`src/lidar_wall_centering_pd_macros.svh`:
```
// Assertion macros for the top-level file that checks this block.
// Each macro expects signals named clk and arst_n in the scope where it is used.
`ifndef LIDAR_WALL_CENTERING_PD_MACROS_SVH
`define LIDAR_WALL_CENTERING_PD_MACROS_SVH

// The consequent must hold in the same cycle as the antecedent.
`define LWC_ASSERT_SAME(name, ante, cons, msg) \
	name: assert property (@(posedge clk) disable iff (!arst_n) (ante) |-> (cons)) \
		else $error(msg);

// The consequent must hold in the cycle after the antecedent.
`define LWC_ASSERT_NEXT(name, ante, cons, msg) \
	name: assert property (@(posedge clk) disable iff (!arst_n) (ante) |=> (cons)) \
		else $error(msg);

`endif

```
`src/lwc_pkg.sv`:
```
package lwc_pkg;

	localparam int RANGE_W     = 16;
	localparam int ERR_W       = 17;
	localparam int GAIN_W      = 10;
	localparam int SPEED_W     = 10;
	localparam int SCAN_LEN_W  = 13;
	localparam int ANG_W       = 16;
	localparam int CFG_DATA_W  = 16;
	localparam int CFG_INDEX_W = 3;

	localparam int PROD_P_W    = 28;
	localparam int DE_W        = 18;
	localparam int MAG_W       = 17;
	localparam int PROD1_W     = 27;
	localparam int DIVIDEND_W  = 37;
	localparam int SUM_W       = 39;
	localparam int SCALED_W    = SUM_W - 8;
	localparam int DIV_CNT_W   = 6;
	localparam int DERIV_SCALE = 1000;

	localparam logic [SCAN_LEN_W-1:0] RST_SCAN_LENGTH   = 13'd360;
	localparam logic [GAIN_W-1:0]     RST_GAIN_P        = 10'd51;
	localparam logic [GAIN_W-1:0]     RST_GAIN_D        = 10'd77;
	localparam logic [RANGE_W-1:0]    RST_END_THRESHOLD = 16'd100;
	localparam logic [SPEED_W-1:0]    RST_FORWARD_SPEED = 10'd300;
	localparam logic [RANGE_W-1:0]    RST_SCAN_INTERVAL = 16'd100;

	typedef enum logic [1:0] {
		FUNC_RANGE = 2'd0,
		FUNC_START = 2'd1,
		FUNC_TICK  = 2'd2
	} func_t;

	typedef enum logic [CFG_INDEX_W-1:0] {
		CFG_SCAN_LENGTH   = 3'd0,
		CFG_GAIN_P        = 3'd1,
		CFG_GAIN_D        = 3'd2,
		CFG_END_THRESHOLD = 3'd3,
		CFG_FORWARD_SPEED = 3'd4
	} cfg_index_t;

	typedef enum logic [3:0] {
		ST_IDLE,
		ST_DECODE,
		ST_SAMPLE,
		ST_SCAN_END,
		ST_THRESH,
		ST_PREP,
		ST_MUL1,
		ST_MUL2,
		ST_DIV,
		ST_SUM,
		ST_RESULT,
		ST_DONE
	} state_t;

	typedef struct packed {
		logic capture;
		logic start;
		logic sample;
		logic scan_end;
		logic thresh;
		logic prep;
		logic mul1;
		logic mul2;
		logic div_step;
		logic sum;
		logic load_result;
		logic load_done;
	} cmd_t;

	typedef struct packed {
		logic [1:0] func;
		logic       armed;
		logic       end_reached;
		logic       last_sample;
		logic       use_d;
		logic       div_last;
		logic       out_free;
	} status_t;

endpackage

```
`src/lwc_ctrl.sv`:
```
module lwc_ctrl (
	input  logic             clk,
	input  logic             arst_n,
	input  logic             in_valid,
	input  lwc_pkg::status_t status,
	output lwc_pkg::cmd_t    cmd,
	output logic             in_stall
);
	import lwc_pkg::*;

	state_t state_q;
	state_t state_next;

	always_ff @(posedge clk or negedge arst_n) begin
		if (!arst_n) begin
			state_q <= ST_IDLE;
		end else begin
			state_q <= state_next;
		end
	end

	always_comb begin
		state_next = state_q;
		unique case (state_q)
			ST_IDLE: begin
				if (in_valid) state_next = ST_DECODE;
			end
			ST_DECODE: begin
				unique case (status.func)
					FUNC_START: state_next = ST_IDLE;
					FUNC_RANGE: state_next = status.armed ? ST_SAMPLE : ST_IDLE;
					FUNC_TICK: begin
						if (!status.armed) state_next = ST_IDLE;
						else if (status.end_reached) state_next = ST_DONE;
						else state_next = ST_PREP;
					end
					default: state_next = ST_IDLE;
				endcase
			end
			ST_SAMPLE:   state_next = status.last_sample ? ST_SCAN_END : ST_IDLE;
			ST_SCAN_END: state_next = ST_THRESH;
			ST_THRESH:   state_next = ST_IDLE;
			ST_PREP:     state_next = status.use_d ? ST_MUL1 : ST_SUM;
			ST_MUL1:     state_next = ST_MUL2;
			ST_MUL2:     state_next = ST_DIV;
			ST_DIV: begin
				if (status.div_last) state_next = ST_SUM;
			end
			ST_SUM:      state_next = ST_RESULT;
			ST_RESULT: begin
				if (status.out_free) state_next = ST_IDLE;
			end
			ST_DONE: begin
				if (status.out_free) state_next = ST_IDLE;
			end
			default:     state_next = ST_IDLE;
		endcase
	end

	always_comb begin
		cmd      = '0;
		in_stall = 1'b1;
		unique case (state_q)
			ST_IDLE: begin
				in_stall    = 1'b0;
				cmd.capture = in_valid;
			end
			ST_DECODE:   cmd.start    = (status.func == FUNC_START);
			ST_SAMPLE:   cmd.sample   = 1'b1;
			ST_SCAN_END: cmd.scan_end = 1'b1;
			ST_THRESH:   cmd.thresh   = 1'b1;
			ST_PREP:     cmd.prep     = 1'b1;
			ST_MUL1:     cmd.mul1     = 1'b1;
			ST_MUL2:     cmd.mul2     = 1'b1;
			ST_DIV:      cmd.div_step = 1'b1;
			ST_SUM:      cmd.sum      = 1'b1;
			ST_RESULT:   cmd.load_result = status.out_free;
			ST_DONE:     cmd.load_done   = status.out_free;
			default: begin
				cmd = '0;
			end
		endcase
	end

endmodule

```
`src/lwc_datapath.sv`:
```
module lwc_datapath #(
	parameter int MAX_SCAN_SAMPLES = 4096
) (
	input  logic                                clk,
	input  logic                                arst_n,
	input  logic                                cfg_write_en,
	input  logic [lwc_pkg::CFG_INDEX_W-1:0]     cfg_index,
	input  logic [lwc_pkg::CFG_DATA_W-1:0]      cfg_data,
	input  logic [1:0]                          func,
	input  logic [lwc_pkg::RANGE_W-1:0]         range_mm,
	input  logic [lwc_pkg::RANGE_W-1:0]         interval_ms,
	input  logic                                out_stall,
	input  lwc_pkg::cmd_t                       cmd,
	output lwc_pkg::status_t                    status,
	output logic                                out_valid,
	output logic signed [lwc_pkg::ANG_W-1:0]    angular_mrad_s,
	output logic [lwc_pkg::SPEED_W-1:0]         linear_mm_s,
	output logic signed [lwc_pkg::ERR_W-1:0]    distance_error_mm,
	output logic                                corridor_done
);
	import lwc_pkg::*;

	localparam int CNT_W = $clog2(MAX_SCAN_SAMPLES);
	localparam int LEN_W = $clog2(MAX_SCAN_SAMPLES + 1);
	localparam int CMP_W = (LEN_W > SCAN_LEN_W) ? LEN_W : SCAN_LEN_W;

	// Configuration registers.
	logic [SCAN_LEN_W-1:0] scan_length_q;
	logic [GAIN_W-1:0]     gain_p_q;
	logic [GAIN_W-1:0]     gain_d_q;
	logic [RANGE_W-1:0]    end_threshold_q;
	logic [SPEED_W-1:0]    forward_speed_q;

	// Captured transaction.
	logic [1:0]            func_q;
	logic [RANGE_W-1:0]    range_q;
	logic [RANGE_W-1:0]    interval_q;

	// Scan and controller state.
	logic [RANGE_W-1:0]    left_min_q;
	logic [RANGE_W-1:0]    right_min_q;
	logic [CNT_W-1:0]      count_q;
	logic signed [ERR_W-1:0] wall_error_q;
	logic signed [ERR_W-1:0] prev_error_q;
	logic [RANGE_W-1:0]    scan_interval_q;
	logic                  first_tick_q;
	logic                  armed_q;
	logic                  end_reached_q;

	// Arithmetic working registers.
	logic signed [DE_W-1:0]     de_q;
	logic signed [PROD_P_W-1:0] p_q;
	logic                       use_d_q;
	logic                       d_neg_q;
	logic [PROD1_W-1:0]         prod1_q;
	logic [DIVIDEND_W-1:0]      quot_q;
	logic [RANGE_W-1:0]         rem_q;
	logic [DIV_CNT_W-1:0]       div_cnt_q;
	logic signed [SUM_W-1:0]    sum_q;

	// Output register.
	logic                    out_valid_q;
	logic signed [ANG_W-1:0] angular_q;
	logic [SPEED_W-1:0]      linear_q;
	logic signed [ERR_W-1:0] dist_err_q;
	logic                    done_q;

	logic [CMP_W-1:0]           scan_ext;
	logic [LEN_W-1:0]           len_eff;
	logic [LEN_W-1:0]           half_len;
	logic [LEN_W-1:0]           idx_ext;
	logic [LEN_W-1:0]           idx_next;
	logic                       last_sample;
	logic signed [DE_W-1:0]     de_full;
	logic signed [PROD_P_W-1:0] p_full;
	logic [MAG_W-1:0]           de_mag;
	logic [RANGE_W:0]           trial;
	logic                       trial_ge;
	logic signed [SUM_W-1:0]    d_val;
	logic signed [SCALED_W-1:0] scaled;
	logic signed [ANG_W-1:0]    ang_sat;
	logic                       out_free;

	// Effective scan length is the register clamped to [2, MAX_SCAN_SAMPLES].
	always_comb begin
		scan_ext = CMP_W'(scan_length_q);
		if (scan_ext < CMP_W'(2)) begin
			len_eff = LEN_W'(2);
		end else if (scan_ext > CMP_W'(MAX_SCAN_SAMPLES)) begin
			len_eff = LEN_W'(MAX_SCAN_SAMPLES);
		end else begin
			len_eff = LEN_W'(scan_ext);
		end
		half_len    = len_eff >> 1;
		idx_ext     = LEN_W'(count_q);
		idx_next    = idx_ext + LEN_W'(1);
		last_sample = (idx_next >= len_eff);
	end

	always_comb begin
		de_full = $signed({wall_error_q[ERR_W-1], wall_error_q})
			- $signed({prev_error_q[ERR_W-1], prev_error_q});
		p_full  = $signed({1'b0, gain_p_q}) * wall_error_q;
		de_mag  = de_q[DE_W-1] ? MAG_W'(-de_q) : MAG_W'(de_q);
	end

	// One quotient bit per step of the restoring divider.
	always_comb begin
		trial    = {rem_q, quot_q[DIVIDEND_W-1]};
		trial_ge = (trial >= {1'b0, scan_interval_q});
	end

	always_comb begin
		d_val = '0;
		if (use_d_q) begin
			d_val = $signed({2'b00, quot_q});
			if (d_neg_q) d_val = -d_val;
		end
	end

	// Arithmetic shift gives the floor of the division by 256.
	always_comb begin
		scaled = SCALED_W'(sum_q >>> 8);
		if (!scaled[SCALED_W-1] && (|scaled[SCALED_W-2:ANG_W-1])) begin
			ang_sat = {1'b0, {(ANG_W-1){1'b1}}};
		end else if (scaled[SCALED_W-1] && !(&scaled[SCALED_W-2:ANG_W-1])) begin
			ang_sat = {1'b1, {(ANG_W-1){1'b0}}};
		end else begin
			ang_sat = scaled[ANG_W-1:0];
		end
	end

	assign out_free = !out_valid_q || !out_stall;

	always_ff @(posedge clk or negedge arst_n) begin
		if (!arst_n) begin
			scan_length_q   <= RST_SCAN_LENGTH;
			gain_p_q        <= RST_GAIN_P;
			gain_d_q        <= RST_GAIN_D;
			end_threshold_q <= RST_END_THRESHOLD;
			forward_speed_q <= RST_FORWARD_SPEED;
		end else if (cfg_write_en) begin
			unique case (cfg_index)
				CFG_SCAN_LENGTH:   scan_length_q   <= cfg_data[SCAN_LEN_W-1:0];
				CFG_GAIN_P:        gain_p_q        <= cfg_data[GAIN_W-1:0];
				CFG_GAIN_D:        gain_d_q        <= cfg_data[GAIN_W-1:0];
				CFG_END_THRESHOLD: end_threshold_q <= cfg_data[RANGE_W-1:0];
				CFG_FORWARD_SPEED: forward_speed_q <= cfg_data[SPEED_W-1:0];
				default: begin
				end
			endcase
		end
	end

	always_ff @(posedge clk) begin
		if (cmd.capture) begin
			func_q     <= func;
			range_q    <= range_mm;
			interval_q <= interval_ms;
		end
	end

	always_ff @(posedge clk or negedge arst_n) begin
		if (!arst_n) begin
			left_min_q      <= '1;
			right_min_q     <= '1;
			count_q         <= '0;
			wall_error_q    <= '0;
			prev_error_q    <= '0;
			scan_interval_q <= RST_SCAN_INTERVAL;
			first_tick_q    <= 1'b1;
			armed_q         <= 1'b0;
			end_reached_q   <= 1'b0;
		end else begin
			if (cmd.start) begin
				armed_q     <= 1'b1;
				count_q     <= '0;
				left_min_q  <= '1;
				right_min_q <= '1;
			end
			if (cmd.sample) begin
				if (idx_ext < half_len) begin
					if (range_q < left_min_q) left_min_q <= range_q;
				end else begin
					if (range_q < right_min_q) right_min_q <= range_q;
				end
				if (!last_sample) count_q <= CNT_W'(idx_next);
			end
			if (cmd.scan_end) begin
				wall_error_q    <= $signed({1'b0, left_min_q}) - $signed({1'b0, right_min_q});
				scan_interval_q <= interval_q;
				left_min_q      <= '1;
				right_min_q     <= '1;
				count_q         <= '0;
			end
			if (cmd.thresh) begin
				if (wall_error_q > $signed({1'b0, end_threshold_q})) end_reached_q <= 1'b1;
			end
			if (cmd.prep) begin
				prev_error_q <= wall_error_q;
				first_tick_q <= 1'b0;
			end
			if (cmd.load_done) begin
				armed_q <= 1'b0;
			end
		end
	end

	always_ff @(posedge clk) begin
		if (cmd.prep) begin
			de_q    <= de_full;
			p_q     <= p_full;
			use_d_q <= !first_tick_q && (scan_interval_q != '0);
		end
		if (cmd.mul1) begin
			d_neg_q <= de_q[DE_W-1];
			prod1_q <= gain_d_q * de_mag;
		end
		if (cmd.mul2) begin
			quot_q    <= prod1_q * DIVIDEND_W'(DERIV_SCALE);
			rem_q     <= '0;
		end
		if (cmd.div_step) begin
			rem_q  <= trial_ge ? RANGE_W'(trial - {1'b0, scan_interval_q})
				: trial[RANGE_W-1:0];
			quot_q <= {quot_q[DIVIDEND_W-2:0], trial_ge};
		end
		if (cmd.sum) begin
			sum_q <= $signed({{(SUM_W-PROD_P_W){p_q[PROD_P_W-1]}}, p_q}) + d_val;
		end
	end

	always_ff @(posedge clk or negedge arst_n) begin
		if (!arst_n) begin
			div_cnt_q <= '0;
		end else if (cmd.mul2) begin
			div_cnt_q <= '0;
		end else if (cmd.div_step) begin
			div_cnt_q <= div_cnt_q + DIV_CNT_W'(1);
		end
	end

	always_ff @(posedge clk or negedge arst_n) begin
		if (!arst_n) begin
			out_valid_q <= 1'b0;
		end else if (cmd.load_result || cmd.load_done) begin
			out_valid_q <= 1'b1;
		end else if (out_valid_q && !out_stall) begin
			out_valid_q <= 1'b0;
		end
	end

	always_ff @(posedge clk) begin
		if (cmd.load_result) begin
			angular_q  <= ang_sat;
			linear_q   <= forward_speed_q;
			dist_err_q <= wall_error_q;
			done_q     <= 1'b0;
		end else if (cmd.load_done) begin
			angular_q  <= '0;
			linear_q   <= '0;
			dist_err_q <= wall_error_q;
			done_q     <= 1'b1;
		end
	end

	always_comb begin
		status.func        = func_q;
		status.armed       = armed_q;
		status.end_reached = end_reached_q;
		status.last_sample = last_sample;
		status.use_d       = !first_tick_q && (scan_interval_q != '0);
		status.div_last    = (div_cnt_q == DIV_CNT_W'(DIVIDEND_W - 1));
		status.out_free    = out_free;
	end

	assign out_valid         = out_valid_q;
	assign angular_mrad_s    = angular_q;
	assign linear_mm_s       = linear_q;
	assign distance_error_mm = dist_err_q;
	assign corridor_done     = done_q;

endmodule

```
`src/lidar_wall_centering_pd.sv`:
```
// Lidar wall-centering PD controller. A start transaction arms the block; range
// transactions of one scan then update the left (first half) and right (second half)
// minimum ranges, and the last sample of a scan forms the error left minus right and
// latches end of corridor when it exceeds end_threshold_mm. A control tick returns one
// result: a saturated PD turn rate with the fixed forward speed, or, once the end is
// latched, a done result with zero speeds that disarms the block. One transaction is
// in work at a time. A start passes decode; a range sample, decode and sample, and
// scan end and threshold after the last sample. A tick passes decode, prep, sum and
// result, with mul1, mul2 and a bit-serial divider (one quotient bit per cycle over 37
// bits) for a derivative term. A result waiting in the output register does not hold
// off the next transaction; only the load of a new result waits for it to be taken.
`include "lidar_wall_centering_pd_macros.svh"

module lidar_wall_centering_pd #(
	parameter int MAX_SCAN_SAMPLES = 4096
) (
	input  logic                                clk,
	input  logic                                arst_n,
	input  logic                                cfg_write_en,
	input  logic [lwc_pkg::CFG_INDEX_W-1:0]     cfg_index,
	input  logic [lwc_pkg::CFG_DATA_W-1:0]      cfg_data,
	input  logic                                in_valid,
	output logic                                in_stall,
	input  logic [1:0]                          func,
	input  logic [lwc_pkg::RANGE_W-1:0]         range_mm,
	input  logic [lwc_pkg::RANGE_W-1:0]         interval_ms,
	output logic                                out_valid,
	input  logic                                out_stall,
	output logic signed [lwc_pkg::ANG_W-1:0]    angular_mrad_s,
	output logic [lwc_pkg::SPEED_W-1:0]         linear_mm_s,
	output logic signed [lwc_pkg::ERR_W-1:0]    distance_error_mm,
	output logic                                corridor_done
);
	import lwc_pkg::*;

	cmd_t    cmd;
	status_t status;

	lwc_ctrl u_ctrl (
		.clk      (clk),
		.arst_n   (arst_n),
		.in_valid (in_valid),
		.status   (status),
		.cmd      (cmd),
		.in_stall (in_stall)
	);

	lwc_datapath #(
		.MAX_SCAN_SAMPLES (MAX_SCAN_SAMPLES)
	) u_datapath (
		.clk               (clk),
		.arst_n            (arst_n),
		.cfg_write_en      (cfg_write_en),
		.cfg_index         (cfg_index),
		.cfg_data          (cfg_data),
		.func              (func),
		.range_mm          (range_mm),
		.interval_ms       (interval_ms),
		.out_stall         (out_stall),
		.cmd               (cmd),
		.status            (status),
		.out_valid         (out_valid),
		.angular_mrad_s    (angular_mrad_s),
		.linear_mm_s       (linear_mm_s),
		.distance_error_mm (distance_error_mm),
		.corridor_done     (corridor_done)
	);

	`LWC_ASSERT_NEXT(a_busy_after_accept, in_valid && !in_stall, in_stall, "accepted transaction did not make the block busy")
	`LWC_ASSERT_SAME(a_load_into_free_slot, cmd.load_result || cmd.load_done, !out_valid || !out_stall, "result loaded over a stalled result")
	`LWC_ASSERT_SAME(a_done_zero_speeds, out_valid && corridor_done, angular_mrad_s == '0 && linear_mm_s == '0, "done result carries a nonzero speed")
	`LWC_ASSERT_NEXT(a_done_disarms, cmd.load_done, !status.armed, "done result left the block armed")

endmodule
```
`config.mk`:
```
export PLATFORM = sky130hd
export DESIGN_NAME = lidar_wall_centering_pd
export DESIGN_NICKNAME = d
export VERILOG_FILES = /design/src/lwc_pkg.sv /design/src/lwc_ctrl.sv /design/src/lwc_datapath.sv /design/src/lidar_wall_centering_pd.sv
export VERILOG_INCLUDE_DIRS = /design/src /design/src/src
export SDC_FILE = /design/constraint.sdc
export NUM_CORES = 2
export LEC_CHECK = 0
export ABC_AREA = 1
export BUFFER_PORTS_ARGS = -buffer_cell sky130_fd_sc_hd__clkbuf_2
export CAP_MARGIN = 20
export CORE_MARGIN = 2
export CORE_UTILIZATION = 41
export CTS_BUF_LIST = sky130_fd_sc_hd__clkbuf_8
export CTS_CLUSTER_DIAMETER = 40
export DETAILED_ROUTE_END_ITERATION = 10
export PLACE_DENSITY = 0.63
export SLEW_MARGIN = 30
export SYNTH_ARGS = -nofsm -noshare
export SYNTH_HDL_FRONTEND = slang
export SYNTH_HIERARCHICAL = 1
export SYNTH_SLANG_ARGS = --single-unit
```
`constraint.sdc`:
```
create_clock -name clk -period 8.06 [get_ports clk]
set_clock_uncertainty 0.2 [all_clocks]
set_input_delay 1.612 -clock clk [delete_from_list [all_inputs] [get_ports clk]]
set_output_delay 1.612 -clock clk [all_outputs]
set_load 0.01 [all_outputs]
```
Word level (Yosys, flattened, before mapping)
Index checks and enable logic that the tools add are counted.
Widths: inputs -> output; s select.
{"block": "word_totals", "ff_bits": 412, "latch_bits": 0, "ramBits": 0, "mem_bits_ro": 0, "in_bits": 58, "out_inout_bits": 46, "elab_cells": 162, "memories": 0}
{"block": "classes", "n_addsub": 8, "mul": 3, "div_mod_pow": 0, "order_cmp": 8, "eq_ne": 21, "shift": 0, "muxes": 61, "n_bitwise": 0, "n_reduce_logical": 29}
{"operator": "$mux 16", "n": 17}
{"operator": "$mux 39", "n": 2}
{"operator": "$mux 37", "n": 2}
{"operator": "$mux 17", "n": 3}
{"operator": "$mux 12", "n": 4}
{"operator": "$pmux 4 s10", "n": 1}
{"operator": "$add 28x39->39", "n": 1}
{"operator": "$neg 37->39", "n": 1}
{"operator": "$mul 27x7->34 const B", "n": 1}
{"operator": "$lt 16x16->1", "n": 2}
{"operator": "$mul 11x17->28", "n": 1}
{"operator": "$mul 10x17->27", "n": 1}
{"operator": "$mux 13", "n": 2}
{"operator": "$mux 4", "n": 6}
{"operator": "$mux 10", "n": 2}
{"operator": "$sub 17x17->18", "n": 1}
{"operator": "$ge 17x16->1", "n": 1}
{"operator": "$gt 17x17->1", "n": 1}
{"operator": "$mux 1", "n": 17}
{"operator": "$neg 17->17", "n": 1}
{"operator": "$sub 16x16->17", "n": 1}
{"operator": "$eq 4x3->1 const B", "n": 4}
{"operator": "$eq 4x4->1 const B", "n": 4}
{"operator": "$reduce_bool 16->1", "n": 1}
{"operator": "32 further kinds", "n": 53}

Depth between registers and ports, before layout
{"block": "logic_depth", "ltp_word": 7, "ltp_mapped": 34, "mapped_depth_nobuf": 33}

Hierarchy
The synthesis kept the hierarchy.
{"module": "lwc_datapath", "instances": 1, "cells_each": 4716, "area_each_um2": 39332.7, "seq_area_each_um2": 11254.5}
{"module": "lwc_ctrl", "instances": 1, "cells_each": 80, "area_each_um2": 440.4, "seq_area_each_um2": 100.1}

Worst setup path after synthesis
Ideal clock, no wire load.
{"block": "synth_path", "path_type": "register to register", "from": "register u_datapath.de_q[0]", "to": "register u_datapath.prod1_q[26] (data pin)", "setup_ns": 0.258, "arrival_ns": 5.885, "t_required_ns": 7.602, "slack_ns": 1.717, "stages_incl_launch_ff": 34, "path_buffers": 1, "synth_period_minus_slack_ns": 6.343, "path_cell_list": "edfxtp_1 -> clkbuf_1 -> inv_1 -> ha_1 -> inv_1 -> nor2_1 -> nand3_1 -> inv_1 -> nand2_1 -> inv_1 -> nor2_1 -> inv_1 -> or2_2 -> nand2_1 -> inv_1 -> nor2_1 -> fa_1 -> fa_1 -> fa_1 -> fa_1 -> inv_1 -> fa_1 -> inv_1 -> ha_1 -> a21oi_1 -> o21ai_0 -> a21oi_1 -> o21ai_1 -> a21oi_1 -> o21ai_1 -> nand2_1 -> inv_1 -> o21ai_0 -> nand2_1"}
{"block": "synth_via", "elab_chain_cells": 3}
{"item": "start, declared", "line_no": "lwc_datapath.sv:51", "rtl": "logic signed [DE_W-1:0] de_q;"}
{"item": "start signal, assigned", "line_no": "lwc_datapath.sv:211", "rtl": "de_q <= de_full;"}
{"item": "$neg 17->17", "line_no": "lwc_datapath.sv:104", "rtl": "de_mag = de_q[DE_W-1] ? MAG_W'(-de_q) : MAG_W'(de_q);"}
{"item": "$mux 17 *", "line_no": "lwc_datapath.sv:104"}
{"item": "$mul 10x17->27 *", "line_no": "lwc_datapath.sv:217", "rtl": "prod1_q <= gain_d_q * de_mag;"}
{"item": "end signal, assigned", "line_no": "lwc_datapath.sv:217"}
{"item": "end, declared", "line_no": "lwc_datapath.sv:55", "rtl": "logic [PROD1_W-1:0] prod1_q;"}
Mark *: on every way between the ends. The rest lies on a longest branch, timed or not.
A chain may end at the register's enable or synchronous reset.

Final worst setup path
{"block": "layout_path", "from": "register u_datapath.de_q[0]", "to": "register u_datapath.prod1_q[24] (data pin)"}
The elaborated chain is that of the path after synthesis.

==> summary.md <==
| Metric | Value |
|---|---|
| Count of vias placed by the detailed router | 31,600 |
| Sum of negative setup slack | 0 ns |
| Final critical delay including setup and external delays | about 7 ns |
| Drt total wl | around 100,000 um |
| Mean area per synthesized cell | 8.29 um2 |
| Library cell with the largest summed area after synthesis | fa_1 |
| Crit Path Class | reg -> reg |
| Area growth from synthesis to layout | 9.12% |
| DRC viols | 0 |
| Post-synth cell types | between 60 and 70 |
| Number of sinks driven by the clock tree | 404 |
| Post-synthesis net count | ~5,600 |
| Flop-to-flop setup slack | 1.11 ns |
| MaxCap Viol Count | 0 |
| Number of antenna violations at the first check in global routing | 2 |
| Worst Setup Start Kind | flip-flop |
| Async set-reset flop share out of synthesis | 41.3% |
| Type of the worst min-delay path | reg -> reg |
| Root buf cell | clkbuf_8 |
| Via density per instance | 5.09 |
| Global-route wire length before repair | 166,000 um |
| Insertion delay to the later sink of the worst-skew pair | 0.74 ns |
| Endpoint class of the critical path | flip-flop |
| ANT nets after route | 0 |
| Status | finished clean |
| Die height | 315 um |
| Largest net degree at the start of global routing | 83 |
| Sequential element share of the synthesized area | between 20% and 30% |
| Yosys reg bits | 404 |
| Hold Buf Count CTS | 0 |
| Setup Buffers After CTS | 0 |
| Fin util | 45.0% |
| Post-synth top cells | nand2_1 (1,116), inv_1 (819), fa_1 (372) |
| Highest-delay cell along the critical path | edfxtp_1 |
| Achievable Freq | approximately 0.14 GHz |
| Number of nets in the final layout | 5,657 |
| Total count of hold-check failures in the final report | 0 |
| Bufs on Longest Clock Path | 3 |
| Highest cell delay on the worst timing path | 0.58 ns |
| Port buffer count | 103 |
| Placed wire-length estimate | 79,800 um |
| Worst setup startpoint | u_datapath/de_q[0] |
| Final cycle utilization of the critical path | 86.2% |
| Width of the die | 315 um |
| Number of enable-type register cells in the synthesized netlist | 236 |
| Core Box Area | 96,400 um2 |
| Final slew viol count | 0 |
| Leading register cell type out of synthesis | edfxtp_1 |
| Number of buffers created by CTS | 87 |
| Critical path's most frequent cell | inv_1 |
| Cell Area, Synth | around 40,000 um2 |
| Wire per inst | 16.3 um |
| Hold path depth | 2 |
| Worst path required time | 8.32 ns |
| All-layer global routing usage | 20.8% |
| Remaining global-route overflow | 0 |
| Unrepaired setup endpoints after global routing | false |
| Startpoint of the lowest-slack hold path | u_datapath/interval_q[8] |
| Count of cells resized by post-cts repair | 0 |
| Proportion of netlist area held by the largest area contributor | 18.7% |
| Arrival time reported for the critical path endpoint | ~7 ns |
| Fraction of layout cells with a size suffix above 1 | 8.14% |
| TritonCTS clock tree | built |
| Number of violations reported at the end of detailed-routing iteration 0 | 2,025 |
| Synthesized instance count | 4,796 |
| Number of endpoints failing setup at the final stage | 0 |
| Critical-path maximum fanout | 12 |
| Number of standard-cell rows in the floorplan | about 110 |
| Top-count cell post-synth | nand2_1 |
| Length of the first detailed-routing pass in iterations | 5 |
| Register clock-pin slew on the reported worst setup and hold paths | 0.06 ns |
| Reg2Reg Depth | 33 |
| Filler Cells Inserted | 9,520 |
| Via count of the first global-routing pass | 31,600 |
| Slew Limit Headroom | 38.0% |
| Transition time of the tightest slew-check pin | 0.930 ns |
| Worst reg2reg path endpoint | u_datapath/prod1_q[24] |
| R2r startpoint | u_datapath/de_q[0] |
| Total Die Area | 99,500 um2 |
| Global placer's final weighted congestion | 0.931 |
| Hold path endpoint | u_datapath/scan_interval_q[8] |
| Maximum level of the CTS H-tree | 3 |
| Initial Util | 41.2% |
| Yosys Warn Count | 6 |
| # IOs | 104 |
| Leading cell types by total area after synthesis | fa_1 (19%), edfxtp_1 (18%), ha_1 (11%), nand2_1 (11%), inv_1 (7.7%) |
## stage by stage
stage / instance area (um2) / setup slack (ns) / hold WS (ns) / instances
floorplan: 39800 / 1.72 / 0.219 / 4796
global placement: 41400 / 1.27 / 0.237 / 6051
detailed placement: 41500 / 1.11 / 0.241 / 6053
CTS: 43400 / 1.08 / 0.250 / 6217
global route: 43400 / 0.476 / 0.266 / 6218
finish: 43400 / 1.11 / 0.247 / 6218
## worst max-delay path by stage
stage | slack (ns) | end | cells after the start
global route | 0.48 | u_datapath/prod1_q[26] | 31
CTS | 1.08 | u_datapath/prod1_q[26] | 33
global placement | 1.27 | u_datapath/prod1_q[24] | 31
finish | 1.11 | u_datapath/prod1_q[24] | 33
floorplan | 1.72 | u_datapath/prod1_q[26] | 33
detailed placement | 1.11 | u_datapath/prod1_q[26] | 32
## layout by cell type (no fill, tap or decap), types with 50 or more instances in the layout
cell	instances
nand2_1	1115
nand3_1	191
clkbuf_2	102
dfrtp_1	112
edfxtp_1	236
o21ai_0	278
clkbuf_8	91
ha_1	361
nor2_1	323
xor2_1	90
a21oi_1	321
nor3_1	50
dfstp_2	55
fa_1	372
xnor2_1	51
inv_1	829
## registers in the layout, summed over array words and instances, names as in the netlist, 17 cells and up
name / cells
u_datapath/sum_q: 31
u_datapath/quot_q: 37
u_datapath/wall_error_q: 17
u_datapath/p_q: 28
u_datapath/distance_error_mm: 17
u_datapath/prod1_q: 27
u_datapath/de_q: 18
u_datapath/prev_error_q: 17
## worst max-delay path, delay by kind of cell (launching register included)
kind | cells | cell delay [ns]
adder cells (fa/ha/maj) | 7 | 3.16
AO/OA/AOI/OAI | 3 | 0.62
flip-flops | 1 | 0.58
buffers and inverters | 9 | 0.65
AND/OR/NAND/NOR | 14 | 1.44
## cell type report
cell class,instances,area [um2],share of cell area (%)
well taps,1276,1600,3.68
multi-input cells,3426,24800,57.1
diodes,1,2.50,0.00577
repair buffers,120,689,1.59
clock buffers,91,1250,2.89
inverters,827,3100,7.15
flip-flops and latches,404,11400,26.2
clock inverters,73,639,1.47
## cells by family after synthesis
family,after synthesis,share of synthesized area (%)
AOI/OAI and AO/OA,730,9.97
xor gates and xnor gates,142,3.15
adders and majority gates,733,30.1
buffers and inverters,966,9.28
DFF,404,28.5
and+or+nand+nor,1821,19.0
## routing by layer
layer	GRT usage (%)	share of wire, %	up-vias
met5	0	0.013	-
met4	6.98	2.9	2
met3	3.82	6.2	174
met2	33.8	46	858
met1	28.0	45	15000
li1	-	-	15600
Power is not shown: default switching activity piles up to over one toggle a cycle in this logic, so the estimate is an artifact.
